--- src/hdl/mer_pkg.sv ---
`default_nettype none
package mer_pkg;

    localparam int RADIUS_BITS_DEF = 10;
    localparam int CENTRE_W        = 11;
    localparam int PIX_W           = 13;

    // multiplier operand selects
    localparam logic [3:0] MUL_NONE    = 4'd0;
    localparam logic [3:0] MUL_RX_RX   = 4'd1;
    localparam logic [3:0] MUL_RY_RY   = 4'd2;
    localparam logic [3:0] MUL_RX2_Y   = 4'd3;
    localparam logic [3:0] MUL_RY2_X   = 4'd4;
    localparam logic [3:0] MUL_T_T     = 4'd5;
    localparam logic [3:0] MUL_YM1_SQ  = 4'd6;
    localparam logic [3:0] MUL_RY2_TMP = 4'd7;
    localparam logic [3:0] MUL_RX2_TMP = 4'd8;
    localparam logic [3:0] MUL_RX2_RY2 = 4'd9;

    // datapath register actions
    localparam logic [3:0] ACT_NONE     = 4'd0;
    localparam logic [3:0] ACT_LOAD     = 4'd1;
    localparam logic [3:0] ACT_LD_RX2   = 4'd2;
    localparam logic [3:0] ACT_LD_RY2   = 4'd3;
    localparam logic [3:0] ACT_INIT_D   = 4'd4;
    localparam logic [3:0] ACT_LD_TMP   = 4'd5;
    localparam logic [3:0] ACT_D_SET    = 4'd6;
    localparam logic [3:0] ACT_D_ADD4   = 4'd7;
    localparam logic [3:0] ACT_D_SUB4   = 4'd8;
    localparam logic [3:0] ACT_ADV_MOVE = 4'd9;
    localparam logic [3:0] ACT_ADV_UPD  = 4'd10;
    localparam logic [3:0] ACT_FINISH   = 4'd11;

    localparam logic [1:0] QUAD_PX_PY = 2'd0;
    localparam logic [1:0] QUAD_NX_PY = 2'd1;
    localparam logic [1:0] QUAD_NX_NY = 2'd2;
    localparam logic [1:0] QUAD_PX_NY = 2'd3;

    typedef struct packed {
        logic [3:0] mul_sel;
        logic [3:0] act;
        logic       emit;
        logic       nact;
        logic [1:0] quad;
        logic       last;
    } t_cmd;

    typedef struct packed {
        logic active;
        logic region2;
        logic y_zero;
        logic prod_zero;
        logic tmp_lt_prod;
    } t_sts;

endpackage
`default_nettype wire

--- src/hdl/mer_dpath.sv ---
`default_nettype none
module mer_dpath #(
    parameter int RADIUS_BITS = mer_pkg::RADIUS_BITS_DEF
) (
    input  wire logic                             i_clk,
    input  wire logic                             i_rst_n,
    input  wire mer_pkg::t_cmd                    i_cmd,
    output mer_pkg::t_sts                         o_sts,
    input  wire logic [mer_pkg::CENTRE_W-1:0]     i_center_x,
    input  wire logic [mer_pkg::CENTRE_W-1:0]     i_center_y,
    input  wire logic [RADIUS_BITS-1:0]           i_radius_x,
    input  wire logic [RADIUS_BITS-1:0]           i_radius_y,
    output logic                                  o_valid,
    output logic signed [mer_pkg::PIX_W-1:0]      o_pixel_x,
    output logic signed [mer_pkg::PIX_W-1:0]      o_pixel_y,
    output logic [1:0]                            o_quadrant,
    output logic                                  o_last,
    output logic                                  o_done_res,
    output logic                                  o_not_active
);

    localparam int R  = RADIUS_BITS;
    localparam int MW = 2 * R + 2;
    localparam int DW = 2 * MW;
    localparam int EW = ((R > mer_pkg::CENTRE_W) ? R : mer_pkg::CENTRE_W) + 2;

    logic [R-1:0]                   r_x, r_y, r_rx;
    logic [2*R-1:0]                 r_rx2, r_ry2;
    logic [mer_pkg::CENTRE_W-1:0]   r_cx, r_cy;
    logic [DW-1:0]                  r_d, r_tmp, r_prod;
    logic                           r_region2, r_active, r_mov;

    logic                           r_valid, r_last, r_done, r_nact;
    logic [mer_pkg::PIX_W-1:0]      r_px, r_py;
    logic [1:0]                     r_quad;

    logic [MW-1:0]                  mul_a, mul_b;
    logic [R-1:0]                   ym1_mag;
    logic [DW-1:0]                  rx2_e, ry2_e, upd_add, upd_sub;
    logic                           d_neg, d_pos, add_a, sub_b;
    logic [EW-1:0]                  cx_e, cy_e, x_e, y_e, px_sum, py_sum;
    logic                           x_plus, y_plus;

    assign ym1_mag = (r_y == '0) ? R'(1) : r_y - R'(1);
    assign rx2_e   = {{(DW-2*R){1'b0}}, r_rx2};
    assign ry2_e   = {{(DW-2*R){1'b0}}, r_ry2};
    assign d_neg   = r_d[DW-1];
    assign d_pos   = !d_neg && (r_d != '0);

    // operand select for the shared multiplier
    always_comb begin
        case (i_cmd.mul_sel)
            mer_pkg::MUL_RX_RX: begin
                mul_a = {{(MW-R){1'b0}}, r_rx};
                mul_b = {{(MW-R){1'b0}}, r_rx};
            end
            mer_pkg::MUL_RY_RY: begin
                mul_a = {{(MW-R){1'b0}}, r_y};
                mul_b = {{(MW-R){1'b0}}, r_y};
            end
            mer_pkg::MUL_RX2_Y: begin
                mul_a = {2'b00, r_rx2};
                mul_b = {{(MW-R){1'b0}}, r_y};
            end
            mer_pkg::MUL_RY2_X: begin
                mul_a = {2'b00, r_ry2};
                mul_b = {{(MW-R){1'b0}}, r_x};
            end
            mer_pkg::MUL_T_T: begin
                mul_a = {{(MW-R-1){1'b0}}, r_x, 1'b1};
                mul_b = {{(MW-R-1){1'b0}}, r_x, 1'b1};
            end
            mer_pkg::MUL_YM1_SQ: begin
                mul_a = {{(MW-R){1'b0}}, ym1_mag};
                mul_b = {{(MW-R){1'b0}}, ym1_mag};
            end
            mer_pkg::MUL_RY2_TMP: begin
                mul_a = {2'b00, r_ry2};
                mul_b = r_tmp[MW-1:0];
            end
            mer_pkg::MUL_RX2_TMP: begin
                mul_a = {2'b00, r_rx2};
                mul_b = r_tmp[MW-1:0];
            end
            mer_pkg::MUL_RX2_RY2: begin
                mul_a = {2'b00, r_rx2};
                mul_b = {2'b00, r_ry2};
            end
            default: begin
                mul_a = '0;
                mul_b = '0;
            end
        endcase
    end

    // region 1 always adds 8*ry2*x and subtracts 8*rx2*y on a diagonal move;
    // region 2 always subtracts 8*rx2*y and adds 8*ry2*x on a diagonal move
    assign add_a   = !r_region2 || r_mov;
    assign sub_b   = r_region2 || r_mov;
    assign upd_add = (add_a ? (r_tmp << 3) : '0) + ((r_region2 ? rx2_e : ry2_e) << 2);
    assign upd_sub = sub_b ? (r_prod << 3) : '0;

    always_ff @(posedge i_clk) begin
        r_prod <= {{MW{1'b0}}, mul_a} * {{MW{1'b0}}, mul_b};
        case (i_cmd.act)
            mer_pkg::ACT_LOAD: begin
                r_cx      <= i_center_x;
                r_cy      <= i_center_y;
                r_rx      <= i_radius_x;
                r_y       <= i_radius_y;
                r_x       <= '0;
                r_region2 <= 1'b0;
            end
            mer_pkg::ACT_LD_RX2:  r_rx2 <= r_prod[2*R-1:0];
            mer_pkg::ACT_LD_RY2:  r_ry2 <= r_prod[2*R-1:0];
            mer_pkg::ACT_INIT_D:  r_d   <= (ry2_e << 2) - (r_prod << 2) + rx2_e;
            mer_pkg::ACT_LD_TMP:  r_tmp <= r_prod;
            mer_pkg::ACT_D_SET:   r_d   <= r_prod;
            mer_pkg::ACT_D_ADD4:  r_d   <= r_d + (r_prod << 2);
            mer_pkg::ACT_D_SUB4: begin
                r_d       <= r_d - (r_prod << 2);
                r_region2 <= 1'b1;
            end
            mer_pkg::ACT_ADV_MOVE: begin
                if (!r_region2) begin
                    r_x   <= r_x + R'(1);
                    r_mov <= !d_neg;
                    if (!d_neg) begin
                        r_y <= r_y - R'(1);
                    end
                end else begin
                    r_y   <= r_y - R'(1);
                    r_mov <= !d_pos;
                    if (!d_pos) begin
                        r_x <= r_x + R'(1);
                    end
                end
            end
            mer_pkg::ACT_ADV_UPD: r_d <= r_d + upd_add - upd_sub;
            default: ;
        endcase
        if (!i_rst_n) begin
            r_active <= 1'b0;
        end else if (i_cmd.act == mer_pkg::ACT_LOAD) begin
            r_active <= 1'b1;
        end else if (i_cmd.act == mer_pkg::ACT_FINISH) begin
            r_active <= 1'b0;
        end
    end

    assign o_sts.active      = r_active;
    assign o_sts.region2     = r_region2;
    assign o_sts.y_zero      = (r_y == '0);
    assign o_sts.prod_zero   = (r_prod == '0);
    assign o_sts.tmp_lt_prod = (r_tmp < r_prod);

    // pixel formation
    assign x_plus = (i_cmd.quad == mer_pkg::QUAD_PX_PY) || (i_cmd.quad == mer_pkg::QUAD_PX_NY);
    assign y_plus = (i_cmd.quad == mer_pkg::QUAD_PX_PY) || (i_cmd.quad == mer_pkg::QUAD_NX_PY);
    assign cx_e   = {{(EW-mer_pkg::CENTRE_W){1'b0}}, r_cx};
    assign cy_e   = {{(EW-mer_pkg::CENTRE_W){1'b0}}, r_cy};
    assign x_e    = {{(EW-R){1'b0}}, r_x};
    assign y_e    = {{(EW-R){1'b0}}, r_y};
    assign px_sum = x_plus ? cx_e + x_e : cx_e - x_e;
    assign py_sum = y_plus ? cy_e + y_e : cy_e - y_e;

    always_ff @(posedge i_clk) begin
        if (!i_rst_n) begin
            r_valid <= 1'b0;
            r_nact  <= 1'b0;
            r_last  <= 1'b0;
        end else begin
            r_valid <= i_cmd.emit;
            r_nact  <= i_cmd.emit && i_cmd.nact;
            r_last  <= i_cmd.emit && (i_cmd.nact || i_cmd.last);
        end
        if (i_cmd.nact) begin
            r_px   <= '0;
            r_py   <= '0;
            r_quad <= mer_pkg::QUAD_PX_PY;
            r_done <= 1'b0;
        end else begin
            r_px   <= px_sum[mer_pkg::PIX_W-1:0];
            r_py   <= py_sum[mer_pkg::PIX_W-1:0];
            r_quad <= i_cmd.quad;
            r_done <= (r_y == '0);
        end
    end

    assign o_valid      = r_valid;
    assign o_pixel_x    = r_px;
    assign o_pixel_y    = r_py;
    assign o_quadrant   = r_quad;
    assign o_last       = r_last;
    assign o_done_res   = r_done;
    assign o_not_active = r_nact;

    a_nact_beat: assert property (@(posedge i_clk) disable iff (!i_rst_n)
        r_nact |-> (r_valid && r_last))
        else $error("not-active flag outside a single-beat result");

    a_last_quad: assert property (@(posedge i_clk) disable iff (!i_rst_n)
        (r_valid && r_last && !r_nact) |-> (r_quad == mer_pkg::QUAD_PX_NY))
        else $error("last beat of a step is not the fourth quadrant");

endmodule
`default_nettype wire

--- src/hdl/mer_ctrl.sv ---
`default_nettype none
module mer_ctrl (
    input  wire logic          i_clk,
    input  wire logic          i_rst_n,
    input  wire logic          i_start,
    input  wire logic          i_op,
    output logic               o_busy,
    output mer_pkg::t_cmd      o_cmd,
    input  wire mer_pkg::t_sts i_sts
);

    localparam logic [4:0] ST_IDLE  = 5'd0;
    localparam logic [4:0] ST_INIT1 = 5'd1;
    localparam logic [4:0] ST_INIT2 = 5'd2;
    localparam logic [4:0] ST_INIT3 = 5'd3;
    localparam logic [4:0] ST_INIT4 = 5'd4;
    localparam logic [4:0] ST_EMIT  = 5'd5;
    localparam logic [4:0] ST_ADV0  = 5'd6;
    localparam logic [4:0] ST_ADV1  = 5'd7;
    localparam logic [4:0] ST_ADV2  = 5'd8;
    localparam logic [4:0] ST_ADV3  = 5'd9;
    localparam logic [4:0] ST_ENT1  = 5'd10;
    localparam logic [4:0] ST_ENT2  = 5'd11;
    localparam logic [4:0] ST_ENT3  = 5'd12;
    localparam logic [4:0] ST_ENT4  = 5'd13;
    localparam logic [4:0] ST_ENT5  = 5'd14;
    localparam logic [4:0] ST_ENT6  = 5'd15;

    logic [4:0] r_state, n_state;
    logic [1:0] r_quad, n_quad;

    always_comb begin
        n_state       = r_state;
        n_quad        = r_quad;
        o_cmd         = '0;
        o_cmd.mul_sel = mer_pkg::MUL_NONE;
        o_cmd.act     = mer_pkg::ACT_NONE;
        case (r_state)
            ST_IDLE: begin
                if (i_start) begin
                    if (!i_op) begin
                        o_cmd.act = mer_pkg::ACT_LOAD;
                        n_state   = ST_INIT1;
                    end else if (i_sts.active) begin
                        n_quad  = mer_pkg::QUAD_PX_PY;
                        n_state = ST_EMIT;
                    end else begin
                        o_cmd.emit = 1'b1;
                        o_cmd.nact = 1'b1;
                    end
                end
            end
            ST_INIT1: begin
                o_cmd.mul_sel = mer_pkg::MUL_RX_RX;
                n_state       = ST_INIT2;
            end
            ST_INIT2: begin
                o_cmd.act     = mer_pkg::ACT_LD_RX2;
                o_cmd.mul_sel = mer_pkg::MUL_RY_RY;
                n_state       = ST_INIT3;
            end
            ST_INIT3: begin
                o_cmd.act     = mer_pkg::ACT_LD_RY2;
                o_cmd.mul_sel = mer_pkg::MUL_RX2_Y;
                n_state       = ST_INIT4;
            end
            ST_INIT4: begin
                // at x = 0 the switch test reduces to rx2*ry == 0
                o_cmd.act = mer_pkg::ACT_INIT_D;
                n_state   = i_sts.prod_zero ? ST_ENT1 : ST_IDLE;
            end
            ST_EMIT: begin
                o_cmd.emit = 1'b1;
                o_cmd.quad = r_quad;
                o_cmd.last = (r_quad == mer_pkg::QUAD_PX_NY);
                n_quad     = r_quad + 2'd1;
                if (r_quad == mer_pkg::QUAD_PX_NY) begin
                    if (i_sts.y_zero) begin
                        o_cmd.act = mer_pkg::ACT_FINISH;
                        n_state   = ST_IDLE;
                    end else begin
                        n_state = ST_ADV0;
                    end
                end
            end
            ST_ADV0: begin
                o_cmd.act = mer_pkg::ACT_ADV_MOVE;
                n_state   = ST_ADV1;
            end
            ST_ADV1: begin
                o_cmd.mul_sel = mer_pkg::MUL_RY2_X;
                n_state       = ST_ADV2;
            end
            ST_ADV2: begin
                o_cmd.act     = mer_pkg::ACT_LD_TMP;
                o_cmd.mul_sel = mer_pkg::MUL_RX2_Y;
                n_state       = ST_ADV3;
            end
            ST_ADV3: begin
                o_cmd.act = mer_pkg::ACT_ADV_UPD;
                n_state   = (!i_sts.region2 && !i_sts.tmp_lt_prod) ? ST_ENT1 : ST_IDLE;
            end
            ST_ENT1: begin
                o_cmd.mul_sel = mer_pkg::MUL_T_T;
                n_state       = ST_ENT2;
            end
            ST_ENT2: begin
                o_cmd.act     = mer_pkg::ACT_LD_TMP;
                o_cmd.mul_sel = mer_pkg::MUL_YM1_SQ;
                n_state       = ST_ENT3;
            end
            ST_ENT3: begin
                // multiplier reads (2x+1)^2 while tmp takes (y-1)^2
                o_cmd.act     = mer_pkg::ACT_LD_TMP;
                o_cmd.mul_sel = mer_pkg::MUL_RY2_TMP;
                n_state       = ST_ENT4;
            end
            ST_ENT4: begin
                o_cmd.act     = mer_pkg::ACT_D_SET;
                o_cmd.mul_sel = mer_pkg::MUL_RX2_TMP;
                n_state       = ST_ENT5;
            end
            ST_ENT5: begin
                o_cmd.act     = mer_pkg::ACT_D_ADD4;
                o_cmd.mul_sel = mer_pkg::MUL_RX2_RY2;
                n_state       = ST_ENT6;
            end
            ST_ENT6: begin
                o_cmd.act = mer_pkg::ACT_D_SUB4;
                n_state   = ST_IDLE;
            end
            default: begin
                n_state = ST_IDLE;
            end
        endcase
    end

    always_ff @(posedge i_clk) begin
        if (!i_rst_n) begin
            r_state <= ST_IDLE;
            r_quad  <= mer_pkg::QUAD_PX_PY;
        end else begin
            r_state <= n_state;
            r_quad  <= n_quad;
        end
    end

    assign o_busy = (r_state != ST_IDLE);

    a_start_busy: assert property (@(posedge i_clk) disable iff (!i_rst_n)
        (i_start && !o_busy && !i_op) |=> (r_state == ST_INIT1))
        else $error("start beat did not begin setup");

    a_emit_first: assert property (@(posedge i_clk) disable iff (!i_rst_n)
        (r_state == ST_EMIT && $past(r_state) != ST_EMIT) |-> (r_quad == mer_pkg::QUAD_PX_PY))
        else $error("emission did not begin at the first quadrant");

    a_emit_active: assert property (@(posedge i_clk) disable iff (!i_rst_n)
        (r_state == ST_EMIT) |-> i_sts.active)
        else $error("emitting with no ellipse in progress");

endmodule
`default_nettype wire

--- src/hdl/midpoint_ellipse_rasterizer_core.sv ---
// Start beat: setup runs INIT1 to INIT4, then ENT1 to ENT6 when the ellipse begins in region 2.
// Step beat: four result beats on consecutive cycles, registered from the EMIT state; busy
// through EMIT and ADV0 to ADV3, then ENT1 to ENT6 when the step crosses into region 2, EMIT only on the final step.
// Step with no ellipse: one result beat the next cycle, busy stays low.
// The shared multiplier, one product per cycle, sets the advance length.
// Synchronous active-low reset clears the sequencer, result strobe and active flag.
`default_nettype none
module midpoint_ellipse_rasterizer_core #(
    parameter int RADIUS_BITS = mer_pkg::RADIUS_BITS_DEF
) (
    input  wire logic                         i_clk,
    input  wire logic                         i_rst_n,
    input  wire logic                         start,
    output logic                              busy,
    input  wire logic                         i_op,
    input  wire logic [mer_pkg::CENTRE_W-1:0] i_center_x,
    input  wire logic [mer_pkg::CENTRE_W-1:0] i_center_y,
    input  wire logic [RADIUS_BITS-1:0]       i_radius_x,
    input  wire logic [RADIUS_BITS-1:0]       i_radius_y,
    output logic                              o_valid,
    output logic signed [mer_pkg::PIX_W-1:0]  o_pixel_x,
    output logic signed [mer_pkg::PIX_W-1:0]  o_pixel_y,
    output logic [1:0]                        o_quadrant,
    output logic                              o_last,
    output logic                              o_done_res,
    output logic                              o_not_active
);

    mer_pkg::t_cmd cmd;
    mer_pkg::t_sts sts;

    mer_ctrl u_ctrl (
        .i_clk   (i_clk),
        .i_rst_n (i_rst_n),
        .i_start (start),
        .i_op    (i_op),
        .o_busy  (busy),
        .o_cmd   (cmd),
        .i_sts   (sts)
    );

    mer_dpath #(
        .RADIUS_BITS (RADIUS_BITS)
    ) u_dpath (
        .i_clk        (i_clk),
        .i_rst_n      (i_rst_n),
        .i_cmd        (cmd),
        .o_sts        (sts),
        .i_center_x   (i_center_x),
        .i_center_y   (i_center_y),
        .i_radius_x   (i_radius_x),
        .i_radius_y   (i_radius_y),
        .o_valid      (o_valid),
        .o_pixel_x    (o_pixel_x),
        .o_pixel_y    (o_pixel_y),
        .o_quadrant   (o_quadrant),
        .o_last       (o_last),
        .o_done_res   (o_done_res),
        .o_not_active (o_not_active)
    );

endmodule
`default_nettype wire

--- config.mk ---
export PLATFORM = sky130hd
export DESIGN_NAME = midpoint_ellipse_rasterizer_core
export DESIGN_NICKNAME = d
export VERILOG_FILES = /design/src/hdl/mer_pkg.sv /design/src/hdl/mer_dpath.sv /design/src/hdl/mer_ctrl.sv /design/src/hdl/midpoint_ellipse_rasterizer_core.sv
export SDC_FILE = /design/constraint.sdc
export NUM_CORES = 2
export LEC_CHECK = 0
export BUFFER_PORTS_ARGS = -buffer_cell sky130_fd_sc_hd__buf_2
export CELL_PAD_IN_SITES_DETAIL_PLACEMENT = 1
export CELL_PAD_IN_SITES_GLOBAL_PLACEMENT = 1
export CORE_MARGIN = 2
export CORE_UTILIZATION = 45
export DETAILED_ROUTE_END_ITERATION = 8
export PLACE_DENSITY = 0.86
export SLEW_MARGIN = 25
export SYNTH_ARGS = -nofsm -noshare
export SYNTH_HDL_FRONTEND = slang
export SYNTH_SLANG_ARGS = --single-unit
export TNS_END_PERCENT = 100
--- constraint.sdc ---
create_clock -name i_clk -period 10.9 [get_ports i_clk]
set_input_delay 0.545 -clock i_clk [delete_from_list [all_inputs] [get_ports i_clk]]
set_output_delay 0.545 -clock i_clk [all_outputs]
set_load 0.01 [all_outputs]
# == After elaboration in Yosys (flattened, before gate mapping) ==
# Cells that the tools add are included.
# op_classes
multipliers,1
mux,42
n_lt_le_gt_ge,1
eq_ne,45
addsub,14
n_reduce_logical,34
# ops
cell,n
$pmux W44 S5,1
$pmux W22 S7,1
$add A44 B44 Y44,3
$pmux W20 S6,1
$mux W44,2
$sub A44 B44 Y44,2
$pmux W5 S15,1
$mux W10,5
$add A44 B20 Y44,1
$logic_not A44 Y1,1
$lt A44 B44 Y1,1
$pmux W4 S11,1
$reduce_bool A44 Y1,1
$sub A22 B44 Y44,1
$mul A20 B22 Y42,1
$eq A5 B4 Y1 const B,8
$pmux W10 S2,2
$pmux W4 S9,1
$eq A4 B3 Y1 const B,8
$mux W13,2
$add A11 B10 Y12,2
$eq A4 B4 Y1 const B,6
$sub A11 B10 Y12,2
$eq A5 B3 Y1 const B,4
other kinds (35),79
# totals
wordCells,159
reg_bits,266
output_inout_bits,33
in_bits,46

# == Longest topological paths before layout ==
# logic_depth
word_depth,7
depth_mapped,36
depth_no_buf,33

# == Cells and area by module ==
# A second synthesis with hierarchy kept.
# unflattened
cells_unflattened,4161
area_unflattened_um2,37029.3
# modules_own_cells
mod,n_inst,cells_each,area_each_um2,seq_area_each_um2
mer_dpath,1,4066,36343.6,7006.7
mer_ctrl,1,95,685.7,120.1

# == Worst setup path before layout ==
# OpenSTA, ideal clock, no wires.
# synth_path
path_kind,flip-flop to flip-flop
from,register u_dpath.r_y[3]
to,register u_dpath.r_prod[39]
arrival_time_ns,8.427
path_slack_ns,2.346
required_ns,10.773
setup_ns,0.127
path_stages_with_launch,33
path_buffers,2
cell_sequence,edfxtp_1 > inv_2 > nand3_1 > or4_1 > or4_1 > buf_2 > nand4_4 > nor2_1 > a221oi_2 > and2_1 > buf_2 > nor2_1 > fa_1 > inv_1 > fa_1 > fa_1 > inv_1 > fa_1 > fa_1 > fa_1 > inv_1 > fa_1 > inv_1 > ha_1 > a21oi_1 > a21boi_0 > o311ai_0 > nand3_1 > o21a_1 > o211a_1 > a2111oi_0 > nor3_1 > xor2_1
# synth_via
elab_chain_cells,4
elab_cells_between_ends,6
# synth_lines
item,line_no,source
from (decl),mer_dpath.sv:27,"logic [R-1:0] r_x, r_y, r_rx;"
from (signal assigned),mer_dpath.sv:110,r_y <= i_radius_y;
from (signal assigned),mer_dpath.sv:129,r_y <= r_y - R'(1);
from (signal assigned),mer_dpath.sv:132,r_y <= r_y - R'(1);
$sub A10 B1 Y10 / $logic_not A10 Y1 (equally long branches),mer_dpath.sv:44,assign ym1_mag = (r_y == '0) ? R'(1) : r_y - R'(1);
$mux W10,mer_dpath.sv:44,
$pmux W22 S7 / $pmux W20 S6 (equally long branches),mer_dpath.sv:52,case (i_cmd.mul_sel)
$mul A20 B22 Y42 *,mer_dpath.sv:104,"r_prod <= {{MW{1'b0}}, mul_a} * {{MW{1'b0}}, mul_b};"
to (signal assigned),mer_dpath.sv:104,
to (decl),mer_dpath.sv:30,"logic [DW-1:0] r_d, r_tmp, r_prod;"
# Every way passes the cells marked *; elsewhere a longest branch is shown, timed or not.
# A chain may end at the register's enable or synchronous reset.

# == Worst setup path after layout ==
# layout_path
from,register u_dpath.r_y[4]
to,register u_dpath.r_prod[39]
# The elaborated chain is that of the path after synthesis.

==> results.md <==
Logic synthesis:
- Of the synthesized area, sequential elements account for 0.1903.
- By area the synthesized netlist is led by fa_1, edfxtp_1, ha_1, inv_1, nand2_1.
- The synthesized design spends more area on one cell type than any other, namely fa_1.
- In this run, synthesis produced a sequential element count of 261.
- The commonest cells after synthesis are inv_1, nand2_1, fa_1.
- The synthesized netlist cell count is 4230.
- The cell with the most instances after synthesis is inv_1.
- The number of nets produced by synthesis is 5081.
- In the synthesized netlist the dominant register cell turns out to be edfxtp_1.
- The mean cell area of the mapped netlist is 8.728 sq um.
- During synthesis, Yosys emitted a total of 0 warnings.
- The count of flip-flops with a built-in enable after synthesis is 180.
- The proportion of register bits with asynchronous set or reset after synthesis is 0.
- The mapped netlist covers 36920 sq um.
- The netlist uses 90 different library cells.
- The share of the synthesized area in the top cell type is 0.2380.

Min path:
- In this run the most critical hold path is launched from i_center_y[6].
- The worst min-delay path class is primary input to flop.

Worst setup path:
- On the worst path, the slowest cell contributes a delay of 0.63 ns.
- The data required time of the worst path is 11.39 ns.
- The startpoint of the most critical setup path is u_dpath.r_y[4].
- The endpoint class of the critical path is a flop.
- The startpoint class of the critical path is a flop.
- The slowest cell on the critical path is or4_1.
- The arrival time reported for the critical path endpoint is 10.45 ns.
- The critical path is of the flop to flop type.
- By instance count, the cell type seen most on the critical path is fa_1.
- The worst register-to-register path begins at u_dpath.r_y[4].
- Of all nets on the critical path, the largest fanout is 11.

Die:
- Pin placement for this block handled 79 I/O pins.
- The starting utilization of the core area is 0.4518.
- The cell row count is 105.
- The total die area is 84350 sq um.
- The core region area is 81720 sq um.
- The die is 290.4 um tall.
- The floorplan die width is 290.4 um.

Clocking:
- The maximum buffer depth of the clock tree is 3.
- The clock net in this run drives a total of 261 sinks.
- The number of hold buffers added after CTS was 0.
- The clock input transition at the sequential cells of the worst setup and hold paths is 0.06 ns.
- The number of gates given a new drive strength after cts is 0.
- TritonCTS created 31 clock buffers.
- Clock tree synthesis selected as its root buffer the cell clkbuf_16.
- The latest clock arrival within the worst-skew pair is 0.62 ns.
- The post-CTS setup-driven buffer insertion count is 0.
- The CTS tree is built.
- CTS built an H-tree with a depth of 1.

Routing:
- The count of vias placed by the detailed router is 32890.
- Wires add up to 134600 um.
- The number of antenna-violating nets in the routed design is 0.
- In the final routed layout, each cell accounts on average for 25.20 um.
- The number of remaining DRC errors is 0.
- The violation count after the first detailed-route iteration is 2835.
- The first detailed-routing pass ran for 5 iterations.
- Dividing the detail-routed via count by the number of cells gives 6.158.

STA:
- The maximum operating frequency is 100.4 MHz.
- The total count of hold-check failures in the final report came to 0.
- The minimum clock period after layout is 9.962 ns.
- The worst-case clock skew is 0.01032 ns.
- The fraction of the cycle the final worst path needs is 0.9139.
- The max-slew violation total from the final report is 0.
- The total negative slack for setup checks is 0 ns.
- At the pin with the least slew margin, the transition time is 1.024 ns.
- Setup slack closes at 0.9381 ns.
- Setup repair after global routing left no endpoint under its margin.
- The relative slew slack is 0.3107.
- Setup violations remaining at the end of the flow were counted as 0.

Layout:
- The utilization of the core after routing is 0.4858.
- The share of final-layout standard cells stronger than drive strength 1 is 0.06348.
- Relative to the synthesized area, the layout overhead comes to 7.534%.
- After routing the design area is 39700 sq um.
- The final layout contains 5096 nets.

Global route:
- The pin count of the biggest net entering global routing is 45.
- The initial antenna violation count is 2.
- The wire length of the first global-routing pass is 208900 um.
- The total routing usage reported by global routing is 0.3175.
- The remaining global-route overflow is 0.
- The number of global-route vias before repair is 35800.

Power and ir drop:
- The completed layout was analyzed and its total power is 0.01153 W.
- In this run the static leakage power is 18.15 nW.
- VDD sags by at most 173.7 uV.
- The power density relative to cell area is 290.3 nW/um^2.

Placement:
- The instance area at placement is 38620 sq um.
- The count of port buffers added during placement is 78.
- At the placement stage, the worst setup path has a slack of 1.072 ns.
- After legalization and detailed placement, the total HPWL measured 106300 um.
- The routability-driven placement congestion ratio is 0.9832.

Flow run:
- The tool flagged a number of max-cap violations equal to 0.

Outcome:
- The flow ran to the end, and the final reports show no timing, DRC or antenna violations.
## registers in the layout, indices dropped and copies added, names as in the netlist, 2 cells and up
| signal | cells |
|---|---|
| u_dpath.r_d | 44 |
| u_dpath.r_ry2 | 20 |
| u_ctrl.r_quad | 2 |
| u_dpath.r_x | 10 |
| u_dpath.r_y | 10 |
| u_dpath.r_cx | 11 |
| u_dpath.r_rx2 | 20 |
| u_dpath.r_cy | 11 |
| u_ctrl.r_state | 4 |
| u_dpath.o_pixel_y | 13 |
| u_dpath.r_tmp | 42 |
| u_dpath.r_prod | 42 |
| u_dpath.o_quadrant | 2 |
| u_dpath.o_pixel_x | 13 |
| u_dpath.r_rx | 10 |
## cell usage in the layout, fill, tap and decap left out, types with 10 or more instances in the layout
cell / synthesis / layout
xnor2_1: 156 / 156
inv_1: 698 / 698
a21boi_0: 11 / 11
o221ai_1: 14 / 14
dfxtp_1: 81 / 81
nand2_1: 460 / 459
o211ai_1: 26 / 26
ha_1: 366 / 366
a22oi_1: 49 / 49
fa_1: 439 / 439
o41ai_1: 10 / 10
a222oi_1: 19 / 19
nand3_1: 52 / 52
nand4_1: 37 / 37
or4_1: 11 / 11
o21bai_1: 23 / 23
a21o_1: 57 / 57
o21ai_0: 173 / 173
nor2b_1: 28 / 28
xor2_1: 60 / 60
buf_2: 37 / 78
and2_1: 42 / 42
clkbuf_16: 0 / 31
a211o_1: 10 / 10
nor4_1: 34 / 34
nor3_1: 60 / 54
a211oi_1: 24 / 21
and3_1: 28 / 28
o21a_1: 30 / 30
a22o_1: 31 / 31
a221oi_1: 16 / 15
edfxtp_1: 180 / 180
a21oi_1: 194 / 193
a31oi_1: 22 / 22
buf_4: 1 / 76
or3_1: 13 / 13
nand2b_1: 42 / 40
nor2_1: 406 / 401
## worst max-delay path: cells and delay by family (launching register included)
| kind | cells | cell delay (ns) |
|---|---|---|
| AO/OA/AOI/OAI | 7 | 2.25 |
| XOR/XNOR | 1 | 0.17 |
| adder cells (fa/ha/maj) | 8 | 3.92 |
| buffers and inverters | 5 | 0.36 |
| flip-flops | 1 | 0.53 |
| AND/OR/NAND/NOR | 9 | 2.58 |
## routing by layer
| metal | up-vias | GRT usage | wire length [um] |
|---|---|---|---|
| met4 | 4 | 0.1760 | 8497 |
| met1 | 16690 | 0.3848 | 50290 |
| met5 | - | 0 | 29 |
| li1 | 14110 | - | - |
| met2 | 1605 | 0.5412 | 64890 |
| met3 | 482 | 0.04917 | 10910 |
## cells by family (layout without fill, tap and decap cells)
logic type / after synthesis / in the layout / share of synthesized area
buffers and inverters: 872 / 911 / 0.09022
muxes: 13 / 13 / 0.003694
and+or+nand+nor: 1246 / 1246 / 0.1507
DFF: 261 / 261 / 0.1903
other: 0 / 2 / 0
xor gates and xnor gates: 216 / 216 / 0.05124
AOI/OAI and AO/OA: 817 / 817 / 0.1517
adders and majority gates: 805 / 805 / 0.3621
## path summary, 6_finish.rpt
| kind | slack [ns] | cells past startpoint | endpoint |
|---|---|---|---|
| hold reg to reg | 0.54 | 1 | u_dpath.o_pixel_y[12] |
| hold / removal | 0.10 | 1 | u_dpath.r_cy[6] |
| setup reg to reg | 0.94 | 30 | u_dpath.r_prod[39] |
| setup / recovery | 0.94 | 30 | u_dpath.r_prod[39] |
## through the flow
step | hold WS, ns | instances
2_1_floorplan | 0.4064 | 4230
4_1_cts | 0.08223 | 5339
6_report | 0.1032 | 5341
3_5_place_dp | 0.5214 | 5282
3_3_place_gp | 0.5191 | 5282
5_1_grt | 0.09456 | 5339
## where the power goes
| part | leakage (nW) | switching [W] | internal [W] | total (W) |
|---|---|---|---|---|
| Sequential | 2.31 | 0.000329 | 0.00140 | 0.00173 |
| Combinational | 15.3 | 0.00546 | 0.00321 | 0.00867 |
| Clock | 0.520 | 0.000476 | 0.000648 | 0.00112 |
| Total | 18.1 | 0.00627 | 0.00526 | 0.0115 |
## cell type report
class / count / area, sq um
tap: 1070 / 1339
clock buffer: 38 / 842.1
fill: 9592 / 42020
inverter: 700 / 2628
clock inverter: 19 / 231.5
sequential: 261 / 7027
antenna: 2 / 5.005
multi-input combinational: 3097 / 26670
timing repair buffer: 154 / 960.9
Note: power is estimated with default switching activity, not from simulation.
